### src/rtl/core/mvc_pkg.sv
`default_nettype none
// ----------------------------------------------------------------------------
// mvc_pkg
// Shared types, register map constants and per-function vector layout for
// the message-signalled interrupt controller.
// ----------------------------------------------------------------------------
package mvc_pkg;

  // Fixed field widths.
  localparam int DATA_W    = 32;
  localparam int OFS_W     = 12;
  localparam int FUNC_W    = 3;
  localparam int SUB_W     = 5;
  localparam int KIND_W    = 2;
  localparam int STATUS_W  = 2;
  localparam int NUM_FUNCS = 8;

  // Default size of the low data word table.
  localparam int LOW_TABLE_WORDS_DEF = 52;

  // Width of a table index built from a function base plus a subfunction.
  localparam int TIDX_W = 7;

  // Register map.
  localparam logic [OFS_W-1:0] OFS_MASK_BASE  = 12'h04C;
  localparam logic [OFS_W-1:0] OFS_DATA_BASE  = 12'h08C;
  localparam logic [OFS_W-1:0] OFS_ADDR_BASE  = 12'h0AC;
  localparam logic [OFS_W-1:0] OFS_TABLE_BASE = 12'h100;
  localparam logic [OFS_W-1:0] CTL_SPAN       = OFS_W'(4 * NUM_FUNCS);

  // Highest subfunction number a trigger may name.
  localparam logic [SUB_W-1:0] MAX_SUB = 5'd30;

  // Request kinds.
  typedef enum logic [KIND_W-1:0] {
    KIND_READ  = 2'd0,
    KIND_WRITE = 2'd1,
    KIND_TRIG  = 2'd2
  } kind_t;

  // Result status codes.
  typedef enum logic [STATUS_W-1:0] {
    ST_OK        = 2'd0,
    ST_SUB_RANGE = 2'd1,
    ST_MASKED    = 2'd2,
    ST_SUB_COUNT = 2'd3
  } status_t;

  // First table word of each function.
  function automatic logic [TIDX_W-1:0] func_table_base(input logic [FUNC_W-1:0] f);
    logic [TIDX_W-1:0] b;
    case (f)
      3'd0:    b = 7'd0;
      3'd1:    b = 7'd4;
      3'd2:    b = 7'd8;
      3'd3:    b = 7'd12;
      3'd4:    b = 7'd16;
      3'd5:    b = 7'd40;
      3'd6:    b = 7'd44;
      3'd7:    b = 7'd48;
      default: b = 7'd0;
    endcase
    return b;
  endfunction

  // Number of vectors of each function.
  function automatic logic [SUB_W-1:0] func_vec_count(input logic [FUNC_W-1:0] f);
    logic [SUB_W-1:0] c;
    case (f)
      3'd4:    c = 5'd24;
      3'd5:    c = 5'd2;
      3'd6:    c = 5'd2;
      default: c = 5'd4;
    endcase
    return c;
  endfunction

endpackage
`default_nettype wire

### src/rtl/core/mvc_if.sv
`default_nettype none
// ----------------------------------------------------------------------------
// mvc_req_if / mvc_rsp_if
// Valid/ready channels for requests into and results out of the interrupt
// controller.
// ----------------------------------------------------------------------------
interface mvc_req_if
  import mvc_pkg::*;
();
  logic                valid;
  logic                ready;
  logic [KIND_W-1:0]   kind;
  logic [OFS_W-1:0]    offset;
  logic [DATA_W-1:0]   wr_data;
  logic [FUNC_W-1:0]   func_index;
  logic [SUB_W-1:0]    sub_index;

  modport source (output valid, kind, offset, wr_data, func_index, sub_index,
                  input ready);
  modport sink   (input valid, kind, offset, wr_data, func_index, sub_index,
                  output ready);
endinterface

interface mvc_rsp_if
  import mvc_pkg::*;
();
  logic                valid;
  logic                ready;
  logic [DATA_W-1:0]   rd_data;
  logic                msi_valid;
  logic [DATA_W-1:0]   msi_addr;
  logic [DATA_W-1:0]   msi_data;
  logic [STATUS_W-1:0] status;

  modport source (output valid, rd_data, msi_valid, msi_addr, msi_data, status,
                  input ready);
  modport sink   (input valid, rd_data, msi_valid, msi_addr, msi_data, status,
                  output ready);
endinterface
`default_nettype wire

### src/rtl/core/msi_vector_controller.sv
`default_nettype none
// ----------------------------------------------------------------------------
// msi_vector_controller
// Message-signalled interrupt controller for eight functions: register
// reads and writes plus trigger requests that issue at most one message write.
// ----------------------------------------------------------------------------
//
//   Channel  Port    Direction  Moves
//   -------  ------  ---------  -------------------------------------------
//   request  in_ch   sink       kind, offset, wr_data, func_index, sub_index
//   result   out_ch  source     rd_data, msi_valid, msi_addr, msi_data, status
//
// One item is accepted per cycle unless both stages are full and the result
// waits; its result passes through the stage one registers and then the output
// register. Stage one reads the control registers and the table memory
// (registered read port); stage two forms the result into the output register.
// Reset clears the control registers and the table valid bits at once; there is
// no clearing pass. A stalled result holds the output register while one more item may enter stage one.
// ----------------------------------------------------------------------------
module msi_vector_controller
  import mvc_pkg::*;
#(
  parameter int LOW_TABLE_WORDS = LOW_TABLE_WORDS_DEF
) (
  input  wire logic  clk,
  input  wire logic  rst_n,
  mvc_req_if.sink    in_ch,
  mvc_rsp_if.source  out_ch
);

  localparam int TBL_AW = $clog2(LOW_TABLE_WORDS);
  localparam int TW_W   = OFS_W - 2;

  // Control registers and table storage.
  logic [DATA_W-1:0] enable_mask_r    [NUM_FUNCS];
  logic [DATA_W-1:0] base_data_r      [NUM_FUNCS];
  logic [DATA_W-1:0] target_address_r [NUM_FUNCS];
  logic [DATA_W-1:0] tbl_mem [LOW_TABLE_WORDS];
  logic [LOW_TABLE_WORDS-1:0] tbl_vld_r;

  // Handshake.
  logic s1_v_r, out_v_r;
  logic adv, acc;

  assign adv         = !out_v_r || out_ch.ready;
  assign in_ch.ready = !s1_v_r || adv;
  assign acc         = in_ch.valid && in_ch.ready;

  // Request decode.
  kind_t             kind;
  logic [OFS_W-1:0]  m_rel, d_rel, a_rel, t_rel;
  logic              m_hit, d_hit, a_hit, t_hit;
  logic [FUNC_W-1:0] m_idx, d_idx, a_idx;
  logic [TW_W-1:0]   t_word;
  logic [TIDX_W-1:0] trig_idx;
  logic              trig_in;
  logic              is_trig, is_read, is_write;

  assign kind     = kind_t'(in_ch.kind);
  assign is_trig  = (kind == KIND_TRIG);
  assign is_read  = (kind == KIND_READ);
  assign is_write = (kind == KIND_WRITE);

  assign m_rel = in_ch.offset - OFS_MASK_BASE;
  assign d_rel = in_ch.offset - OFS_DATA_BASE;
  assign a_rel = in_ch.offset - OFS_ADDR_BASE;
  assign t_rel = in_ch.offset - OFS_TABLE_BASE;

  assign m_hit = (in_ch.offset >= OFS_MASK_BASE) && (m_rel < CTL_SPAN) && (m_rel[1:0] == 2'd0);
  assign d_hit = (in_ch.offset >= OFS_DATA_BASE) && (d_rel < CTL_SPAN) && (d_rel[1:0] == 2'd0);
  assign a_hit = (in_ch.offset >= OFS_ADDR_BASE) && (a_rel < CTL_SPAN) && (a_rel[1:0] == 2'd0);

  assign m_idx = m_rel[FUNC_W+1:2];
  assign d_idx = d_rel[FUNC_W+1:2];
  assign a_idx = a_rel[FUNC_W+1:2];

  // Table offsets ignore the two low bits.
  assign t_word = t_rel[OFS_W-1:2];
  assign t_hit  = (in_ch.offset >= OFS_TABLE_BASE) && (t_word < TW_W'(LOW_TABLE_WORDS));

  assign trig_idx = func_table_base(in_ch.func_index) + TIDX_W'(in_ch.sub_index);
  assign trig_in  = (trig_idx < TIDX_W'(LOW_TABLE_WORDS));

  // One read address per control array: the function on a trigger,
  // the decoded offset otherwise.
  logic [FUNC_W-1:0] m_sel, d_sel, a_sel;
  logic [DATA_W-1:0] mask_rd, base_rd, addr_rd, ctl_rd;

  assign m_sel   = is_trig ? in_ch.func_index : m_idx;
  assign d_sel   = is_trig ? in_ch.func_index : d_idx;
  assign a_sel   = is_trig ? in_ch.func_index : a_idx;
  assign mask_rd = enable_mask_r[m_sel];
  assign base_rd = base_data_r[d_sel];
  assign addr_rd = target_address_r[a_sel];

  always_comb begin
    ctl_rd = '0;
    if (is_read) begin
      if (m_hit)      ctl_rd = mask_rd;
      else if (d_hit) ctl_rd = base_rd;
      else if (a_hit) ctl_rd = addr_rd;
    end
  end

  // Control register writes, taken when the item is accepted.
  always_ff @(posedge clk) begin
    if (!rst_n) begin
      for (int i = 0; i < NUM_FUNCS; i++) begin
        enable_mask_r[i]    <= '0;
        base_data_r[i]      <= '0;
        target_address_r[i] <= '0;
      end
    end else if (acc && is_write) begin
      if (m_hit) enable_mask_r[m_idx]    <= in_ch.wr_data;
      if (d_hit) base_data_r[d_idx]      <= in_ch.wr_data;
      if (a_hit) target_address_r[a_idx] <= in_ch.wr_data;
    end
  end

  // Table memory: a write on an accepted write and a registered read on every accepted item.
  logic [TBL_AW-1:0] tbl_ra, tbl_wa;
  logic              tbl_rd_ok, tbl_we;
  logic [DATA_W-1:0] tbl_q_r;
  logic              tbl_ok_r;

  assign tbl_ra    = is_trig ? trig_idx[TBL_AW-1:0] : t_word[TBL_AW-1:0];
  assign tbl_rd_ok = is_trig ? trig_in : (is_read && t_hit);
  assign tbl_wa    = t_word[TBL_AW-1:0];
  assign tbl_we    = acc && is_write && t_hit;

  always_ff @(posedge clk) begin
    if (tbl_we) tbl_mem[tbl_wa] <= in_ch.wr_data;
    if (acc)    tbl_q_r         <= tbl_mem[tbl_ra];
  end

  // Valid bits stand in for the zero reset of the table.
  always_ff @(posedge clk) begin
    if (!rst_n) begin
      tbl_vld_r <= '0;
    end else if (tbl_we) begin
      tbl_vld_r[tbl_wa] <= 1'b1;
    end
  end

  // Stage one registers.
  kind_t             s1_kind_r;
  logic [FUNC_W-1:0] s1_fn_r;
  logic [SUB_W-1:0]  s1_sub_r;
  logic [DATA_W-1:0] s1_ctl_rd_r, s1_mask_r, s1_base_r, s1_addr_r;

  always_ff @(posedge clk) begin
    if (!rst_n) begin
      s1_v_r <= 1'b0;
    end else if (acc) begin
      s1_v_r <= 1'b1;
    end else if (adv) begin
      s1_v_r <= 1'b0;
    end
  end

  always_ff @(posedge clk) begin
    if (acc) begin
      s1_kind_r   <= kind;
      s1_fn_r     <= in_ch.func_index;
      s1_sub_r    <= in_ch.sub_index;
      s1_ctl_rd_r <= ctl_rd;
      s1_mask_r   <= mask_rd;
      s1_base_r   <= base_rd;
      s1_addr_r   <= addr_rd;
      tbl_ok_r    <= tbl_rd_ok && tbl_vld_r[tbl_ra];
    end
  end

  // Stage two: form the result.
  logic [DATA_W-1:0] tword;
  logic [DATA_W-1:0] rd_nxt, addr_nxt, data_nxt;
  logic              mv_nxt;
  status_t           st_nxt;

  assign tword = tbl_ok_r ? tbl_q_r : '0;

  always_comb begin
    rd_nxt   = '0;
    mv_nxt   = 1'b0;
    addr_nxt = '0;
    data_nxt = '0;
    st_nxt   = ST_OK;
    case (s1_kind_r)
      KIND_READ: begin
        rd_nxt = s1_ctl_rd_r | tword;
      end
      KIND_WRITE: begin
        rd_nxt = '0;
      end
      KIND_TRIG: begin
        if (s1_sub_r > MAX_SUB) begin
          st_nxt = ST_SUB_RANGE;
        end else if (!s1_mask_r[s1_sub_r]) begin
          st_nxt = ST_MASKED;
        end else if (s1_sub_r >= func_vec_count(s1_fn_r)) begin
          st_nxt = ST_SUB_COUNT;
        end else begin
          mv_nxt   = 1'b1;
          addr_nxt = s1_addr_r;
          data_nxt = s1_base_r | tword;
        end
      end
      default: begin
        rd_nxt = '0;
      end
    endcase
  end

  // Output register.
  logic [DATA_W-1:0] out_rd_r, out_addr_r, out_data_r;
  logic              out_mv_r;
  status_t           out_st_r;

  always_ff @(posedge clk) begin
    if (!rst_n) begin
      out_v_r <= 1'b0;
    end else if (adv) begin
      out_v_r <= s1_v_r;
    end
  end

  always_ff @(posedge clk) begin
    if (adv && s1_v_r) begin
      out_rd_r   <= rd_nxt;
      out_mv_r   <= mv_nxt;
      out_addr_r <= addr_nxt;
      out_data_r <= data_nxt;
      out_st_r   <= st_nxt;
    end
  end

  assign out_ch.valid     = out_v_r;
  assign out_ch.rd_data   = out_rd_r;
  assign out_ch.msi_valid = out_mv_r;
  assign out_ch.msi_addr  = out_addr_r;
  assign out_ch.msi_data  = out_data_r;
  assign out_ch.status    = out_st_r;

`ifndef SYNTH
  // The request side only stalls when both stages are full and the result waits.
  a_stall_cause: assert property (@(posedge clk) disable iff (!rst_n)
    !in_ch.ready |-> (s1_v_r && out_v_r && !out_ch.ready))
    else $error("request stalled without a full pipeline");

  // An item in stage one reaches the output register when the pipeline moves.
  a_advance: assert property (@(posedge clk) disable iff (!rst_n)
    (s1_v_r && adv) |=> out_v_r)
    else $error("stage one item lost");

  // A rejected trigger issues no message.
  a_reject_quiet: assert property (@(posedge clk) disable iff (!rst_n)
    (out_v_r && (out_ch.status != ST_OK)) |->
      (!out_ch.msi_valid && (out_ch.msi_addr == '0) && (out_ch.msi_data == '0)))
    else $error("message issued on a rejected trigger");
`endif

endmodule
`default_nettype wire
### src/flat_wrapper.sv
// flat-port wrapper written by rule: the top's interface ports become plain ports
module msi_vector_controller_flat import mvc_pkg::*;
#(
  parameter int LOW_TABLE_WORDS = LOW_TABLE_WORDS_DEF
)
  (clk, rst_n, in_ch_valid, in_ch_kind, in_ch_offset, in_ch_wr_data, in_ch_func_index, in_ch_sub_index, in_ch_ready, out_ch_valid, out_ch_rd_data, out_ch_msi_valid, out_ch_msi_addr, out_ch_msi_data, out_ch_status, out_ch_ready);
  mvc_req_if in_ch_i ();
  mvc_rsp_if out_ch_i ();
  input  wire logic clk;
  input  wire logic rst_n;
  input wire logic [$bits(in_ch_i.valid)-1:0] in_ch_valid;
  input wire logic [$bits(in_ch_i.kind)-1:0] in_ch_kind;
  input wire logic [$bits(in_ch_i.offset)-1:0] in_ch_offset;
  input wire logic [$bits(in_ch_i.wr_data)-1:0] in_ch_wr_data;
  input wire logic [$bits(in_ch_i.func_index)-1:0] in_ch_func_index;
  input wire logic [$bits(in_ch_i.sub_index)-1:0] in_ch_sub_index;
  output wire logic [$bits(in_ch_i.ready)-1:0] in_ch_ready;
  output wire logic [$bits(out_ch_i.valid)-1:0] out_ch_valid;
  output wire logic [$bits(out_ch_i.rd_data)-1:0] out_ch_rd_data;
  output wire logic [$bits(out_ch_i.msi_valid)-1:0] out_ch_msi_valid;
  output wire logic [$bits(out_ch_i.msi_addr)-1:0] out_ch_msi_addr;
  output wire logic [$bits(out_ch_i.msi_data)-1:0] out_ch_msi_data;
  output wire logic [$bits(out_ch_i.status)-1:0] out_ch_status;
  input wire logic [$bits(out_ch_i.ready)-1:0] out_ch_ready;
  assign in_ch_i.valid = in_ch_valid;
  assign in_ch_i.kind = in_ch_kind;
  assign in_ch_i.offset = in_ch_offset;
  assign in_ch_i.wr_data = in_ch_wr_data;
  assign in_ch_i.func_index = in_ch_func_index;
  assign in_ch_i.sub_index = in_ch_sub_index;
  assign in_ch_ready = in_ch_i.ready;
  assign out_ch_valid = out_ch_i.valid;
  assign out_ch_rd_data = out_ch_i.rd_data;
  assign out_ch_msi_valid = out_ch_i.msi_valid;
  assign out_ch_msi_addr = out_ch_i.msi_addr;
  assign out_ch_msi_data = out_ch_i.msi_data;
  assign out_ch_status = out_ch_i.status;
  assign out_ch_i.ready = out_ch_ready;
  msi_vector_controller #(.LOW_TABLE_WORDS(LOW_TABLE_WORDS)) u_core (.clk(clk), .rst_n(rst_n), .in_ch(in_ch_i), .out_ch(out_ch_i));
endmodule
### config.mk
export PLATFORM = sky130hd
export DESIGN_NAME = msi_vector_controller_flat
export DESIGN_NICKNAME = d
export VERILOG_FILES = /design/src/rtl/core/mvc_pkg.sv /design/src/rtl/core/mvc_if.sv /design/src/rtl/core/msi_vector_controller.sv /design/src/flat_wrapper.sv
export SDC_FILE = /design/constraint.sdc
export NUM_CORES = 2
export LEC_CHECK = 0
export BUFFER_PORTS_ARGS = -buffer_cell sky130_fd_sc_hd__buf_2
export CAP_MARGIN = 10
export CORE_ASPECT_RATIO = 1.25
export CORE_UTILIZATION = 30
export CTS_BUF_LIST = sky130_fd_sc_hd__clkbuf_4
export DETAILED_ROUTE_END_ITERATION = 8
export PLACE_DENSITY = 0.42
export SETUP_SLACK_MARGIN = 0.05
export SYNTH_ARGS = -nofsm -noshare
export SYNTH_HDL_FRONTEND = slang
export SYNTH_SLANG_ARGS = --single-unit
### constraint.sdc
create_clock -name clk -period 33.8 [get_ports clk]
set_input_delay 8.45 -clock clk [delete_from_list [all_inputs] [get_ports clk]]
set_output_delay 8.45 -clock clk [all_outputs]
set_load 0.01 [all_outputs]
== Word-level counts from Yosys, hierarchy flattened ==
Memory sizes are Yosys's and may differ from the RTL's. A register that Yosys moved wholly into a read port is not among the register bits.
Index checks and enable logic that the tools add are counted.
Cells by class
  reduce and logical (&&, ||, !) cells: 31
  $lt $le $gt $ge: 15
  equal/unequal tests: 6
  $add $sub $neg: 5
  bitwise operators: 5
  muxes and demuxes: 49
Operator list (count)
  $mux W32: 7
  $reduce_or A32 Y1: 3
  $or A32 B32 Y32: 2
  $or A52 B52 Y52: 1
  $lt A12 B6 Y1 const B: 3
  $mux W1: 26
  $ge A12 B8 Y1 const B: 2
  $sub A12 B8 Y12 const B: 2
  $mux W3: 6
  $mux W5: 3
  $logic_and A1 B1 Y1: 14
  $lt A6 B7 Y1 const B: 2
  $ge A12 B7 Y1 const B: 1
  $ge A12 B9 Y1 const B: 1
  $sub A12 B7 Y12 const B: 1
  $sub A12 B9 Y12 const B: 1
  $logic_not A2 Y1: 5
  $lt A10 B6 Y1 const B: 1
  $pmux W5 S2: 1
  $eq A3 B3 Y1 const B: 3
  $add A7 B5 Y7: 1
  $lt A7 B6 Y1 const B: 1
  $bmux W1 S6: 1
  $demux W1 S6: 1
  16 further kinds: 22
Storage, ports and cells
  bits in writable memories: 2432
  bits in registers: 292
  output and inout bits: 101
  bits in read-only memories: 32
  logic and storage cells: 133
  bits of input ports: 58
  memories: 5
Memories
  u_core.tbl_mem: depth 52, bits a word 32, read ports 1, clocked after memory_dff 1, wr ports 1, RTL line msi_vector_controller.sv:38  | logic [DATA_W-1:0] tbl_mem [LOW_TABLE_WORDS];
  u_core.base_data_r: depth 8, bits a word 32, read ports 1, clocked after memory_dff 0, wr ports 8, RTL line msi_vector_controller.sv:36  | logic [DATA_W-1:0] base_data_r [NUM_FUNCS];
  u_core.enable_mask_r: depth 8, bits a word 32, read ports 1, clocked after memory_dff 0, wr ports 8, RTL line msi_vector_controller.sv:35  | logic [DATA_W-1:0] enable_mask_r [NUM_FUNCS];
  u_core.target_address_r: depth 8, bits a word 32, read ports 1, clocked after memory_dff 0, wr ports 8, RTL line msi_vector_controller.sv:37  | logic [DATA_W-1:0] target_address_r [NUM_FUNCS];
  (name not given): depth 8, bits a word 4, read ports 1, clocked after memory_dff 0, wr ports 0, RTL line mvc_pkg.sv:52  | case (f)

== Longest topological paths before layout ==
  depth in word-level cells: 10
  depth in mapped cells: 16

== Least setup slack after synthesis ==
Ideal clock, no wire load.
  kind: input port to flip-flop
  start point: in out_ch_ready
  end point: reg u_core.s1_addr_r[0], enable pin
  cell stages on the path: 2
  data arrival time: 16753 ps
  slack: 16289 ps
  required time: 33042 ps
  path buffers: 0
  cells stage by stage: nor2b_1 a21oi_1
Between the ends
  cells in the longest elaborated chain, start to end: 3
RTL lines
  start: declaration: RTL line flat_wrapper.sv:24  | input wire logic [$bits(out_ch_i.ready)-1:0] out_ch_ready;
  $logic_or A1 B1 Y1: RTL line msi_vector_controller.sv:45  | assign adv = !out_v_r || out_ch.ready;
  $logic_or A1 B1 Y1: RTL line msi_vector_controller.sv:46  | assign in_ch.ready = !s1_v_r || adv;
  $logic_and A1 B1 Y1: RTL line msi_vector_controller.sv:47  | assign acc = in_ch.valid && in_ch.ready;
  via u_core.acc: RTL line msi_vector_controller.sv:43  | logic adv, acc;
  end signal: assignment: RTL line msi_vector_controller.sv:169  | s1_addr_r <= addr_rd;
  end: declaration: RTL line msi_vector_controller.sv:149  | logic [DATA_W-1:0] s1_ctl_rd_r, s1_mask_r, s1_base_r, s1_addr_r;
The timed path passes the listed nets, and every way through them passes these cells.
A chain may end at the register's enable or synchronous reset.

== Final worst setup path ==
  start point: in out_ch_ready
  end point: out in_ch_ready
Between the ends
  cells in the longest elaborated chain, start to end: 2
RTL lines
  $logic_or A1 B1 Y1: RTL line msi_vector_controller.sv:45
  $logic_or A1 B1 Y1: RTL line msi_vector_controller.sv:46
  end: declaration: RTL line flat_wrapper.sv:17  | output wire logic [$bits(in_ch_i.ready)-1:0] in_ch_ready;
No other way between the ends.

==> results.cfg <==
[floorplan]
dieArea_mm2 = 0.375
core_region_area_mm2 = 0.371
rows = 250
start_util_pct = 30.2
io_pins = 159
die_h_um = 685
fp.dieW_um = 548

[sta]
finalHoldViolCount = 0
drv_slew = 0
worst_slack_ns = 16.45
setup_violations = 0
fmax_ghz = 0.0576
worst_pin_slew_ns = 1.39
rsz0062_at_grt = no
fin_skew_ns = 0.186
finalCritPeriodShare_pct = 51.3
period_needed_ns = 17.35
slew_headroom_pct = 6.96
tns_ns = 0

[synth]
synth_edf_count = 2702
synth_area_mm2 = 0.112
synthFlopType = edfxtp_1
syn_inst = 7346
yosysSeqAreaShare_pct = 73.5
async_flop_share_pct = 0
yosys_warnings = 0
synth.avg_cell_area_um2 = 15.2
synth_seq_cells = 2756
synth_nets = 7416
ys_types = 72

[hold_path]
hold_class = register to register
whs_path_depth = 1

[finish]
num-nets-final = 7900
final_common_cell = edfxtp_1
drive_above_1_share_pct = 21.6
area_growth_pct = 14.2
finalNonFillerCells = 13275
final_cell_mix = 2702 x edfxtp_1, 1071 x clkbuf_4, 954 x nand2_1
fillers = 36319
final_cell_area_mm2 = 0.128

[placed_design]
hpwl_um = 223000
place_inst = 12023
pre_cts_slack_ns = 16.44
gp_congestion = 0.805
placed_cell_area_mm2 = 0.119
port_buffers = 158

[cts]
clk_pin_slew_ns = 0.07
clkLatencyLatePin_ns = 1.56
cts_made_buffers = 719
cts_htree_levels = 6
clock_path_buffers = 4
clock_tree.root_cell = clkbuf_4
cts_sinks = 2756
cts_setup_buffers = 0
cts_tree = done
ctsHoldBuffers = 0
cts_resized = 0

[global_routing]
grt_usage_pct = 20.7
grt_pass1_wl_um = 547000
antenna_found_initial = 41
grt_overflow_total = 0
grt_pass1_vias = 69821
grt_max_degree = 143

[routing]
ant_nets = 0
drc_errors = 0
wl_per_cell_um = 29.9
first_iter_violations = 5964
vias = 68998
finalWirelength_um = 397000
vias_per_cell = 5.20
firstDrtPassIters = 8

[pwr]
power_density_mw_per_mm2 = 58.3
finalPower_w = 0.00745
total_leakage_power_nw = 45.7
ir_drop_v = 0.0000291

[setup_path]
reg2reg_depth = 9
path_max_fanout = 3
worst_setup_path_end_kind = primary output
worstPathRequired_ns = 25.35
crit_chain = buf_2 > nand3b_1 > buf_2
cp-start-kind = input port
max_stage_delay_ns = 0.18
cpMostUsedCell = buf_2
arrival_ns = 8.90
critPathSlowestCell = nand3b_1
crit_type = input port to primary output

[job]
maxCapViolCount = 0

[run_status]
status = completed
==> flip-flops by register name, summed over array words and instances (netlist names), 3 cells and up <==
name                     flops
u_core.tbl_q_r              32
u_core.target_address_r    256
u_core.s1_fn_r               3
u_core.out_ch.msi_addr      32
u_core.out_ch.rd_data       32
u_core.s1_sub_r              5
u_core.enable_mask_r       256
u_core.s1_mask_r            32
u_core.out_ch.msi_data      32
u_core.tbl_vld_r            52
u_core.s1_addr_r            32
u_core.base_data_r         256
u_core.s1_ctl_rd_r          32
u_core.s1_base_r            32
u_core.tbl_mem            1664
==> logic make-up (layout without fill, tap and decap cells) <==
| group | count (synthesis) | after routing | share of synthesized area [%] |
|---|---|---|---|
| multiplexers | 715 | 715 | 8.00 |
| AO/OA/AOI/OAI | 806 | 806 | 5.19 |
| flip-flops | 2756 | 2756 | 73.5 |
| AND/OR/NAND/NOR | 2427 | 2427 | 10.8 |
| other | 0 | 24 | 0 |
| adder cells (fa/ha/maj) | 12 | 12 | 0.141 |
| buffers and inverters | 624 | 1615 | 2.37 |
| XOR/XNOR | 6 | 6 | 0.0537 |
==> layout make-up <==
| class | count | area, um^2 | area share [%] |
|---|---|---|---|
| Clock buffer | 1071 | 8040 | 6.29 |
| Tap cell | 4914 | 6150 | 4.81 |
| Multi-Input combinational cell | 3966 | 27800 | 21.8 |
| Inverter | 15 | 56.3 | 0.0440 |
| Clock inverter | 157 | 982 | 0.768 |
| Timing Repair Buffer | 372 | 2520 | 1.97 |
| Sequential cell | 2756 | 82200 | 64.3 |
| Antenna cell | 24 | 60.1 | 0.0470 |
==> metrics by stage <==
step / util, % / hold WS [ns]
floorplan: - / 0.440
global placement: 32.0 / 0.446
detailed placement: 32.0 / 0.452
CTS: 34.4 / 0.466
global route: 34.4 / 0.484
finish: 34.5 / 0.465
==> routing by layer <==
layer | vias up | share of wire [%] | GRT usage, %
li1 | 29864 | - | -
met1 | 36128 | 41 | 25.7
met2 | 2365 | 51 | 36.4
met3 | 625 | 5.6 | 3.32
met4 | 16 | 3.0 | 6.75
met5 | - | 0.027 | 0
==> worst paths after layout <==
path	from	slack, ns	end
worst max register to register	u_core.s1_v_r$_SDFFE_PN0P_	28.71	u_core.enable_mask_r[7][9]$_SDFFCE_PN0P_
worst min-delay path	u_core.tbl_vld_r[44]$_SDFFE_PN0P_	0.47	u_core.tbl_vld_r[44]$_SDFFE_PN0P_
worst max-delay path	out_ch_ready	16.45	in_ch_ready
worst min register to register	u_core.tbl_vld_r[44]$_SDFFE_PN0P_	0.47	u_core.tbl_vld_r[44]$_SDFFE_PN0P_
==> synth_stat cells, types with 33 or more instances <==
cell type | number | share of area (%)
edfxtp_1 | 2702 | 73
nand2_1 | 976 | 3.3
and3_1 | 745 | 4.2
mux2i_1 | 536 | 4.8
clkbuf_1 | 412 | 1.4
nand3_1 | 362 | 1.6
a21oi_1 | 239 | 1.1
mux4_2 | 139 | 2.8
nor2_1 | 137 | 0.46
buf_2 | 114 | 0.51
o22ai_1 | 101 | 0.56
and2_1 | 99 | 0.55
a32oi_1 | 97 | 0.76
o221ai_1 | 67 | 0.52
a31o_1 | 64 | 0.50
dfxtp_1 | 54 | 0.97
o21a_1 | 54 | 0.36
buf_1 | 45 | 0.15
mux2_2 | 38 | 0.38
nor4_1 | 36 | 0.20
a31oi_1 | 35 | 0.20
and4_1 | 33 | 0.26
==> report_power, final <==
group	total [W]	leakage [nW]	switching (W)	internal [W]
Clock	0.00291	5.36	0.00140	0.00151
Combinational	0.000659	15.1	0.000483	0.000176
Sequential	0.00388	25.3	0.0000472	0.00384
==> critical path: cells and delay by family <==
family	cells	cell delay (ns)
simple gates	1	0.18
buf+inv	2	0.26
Power figures use the tool's default switching activity.
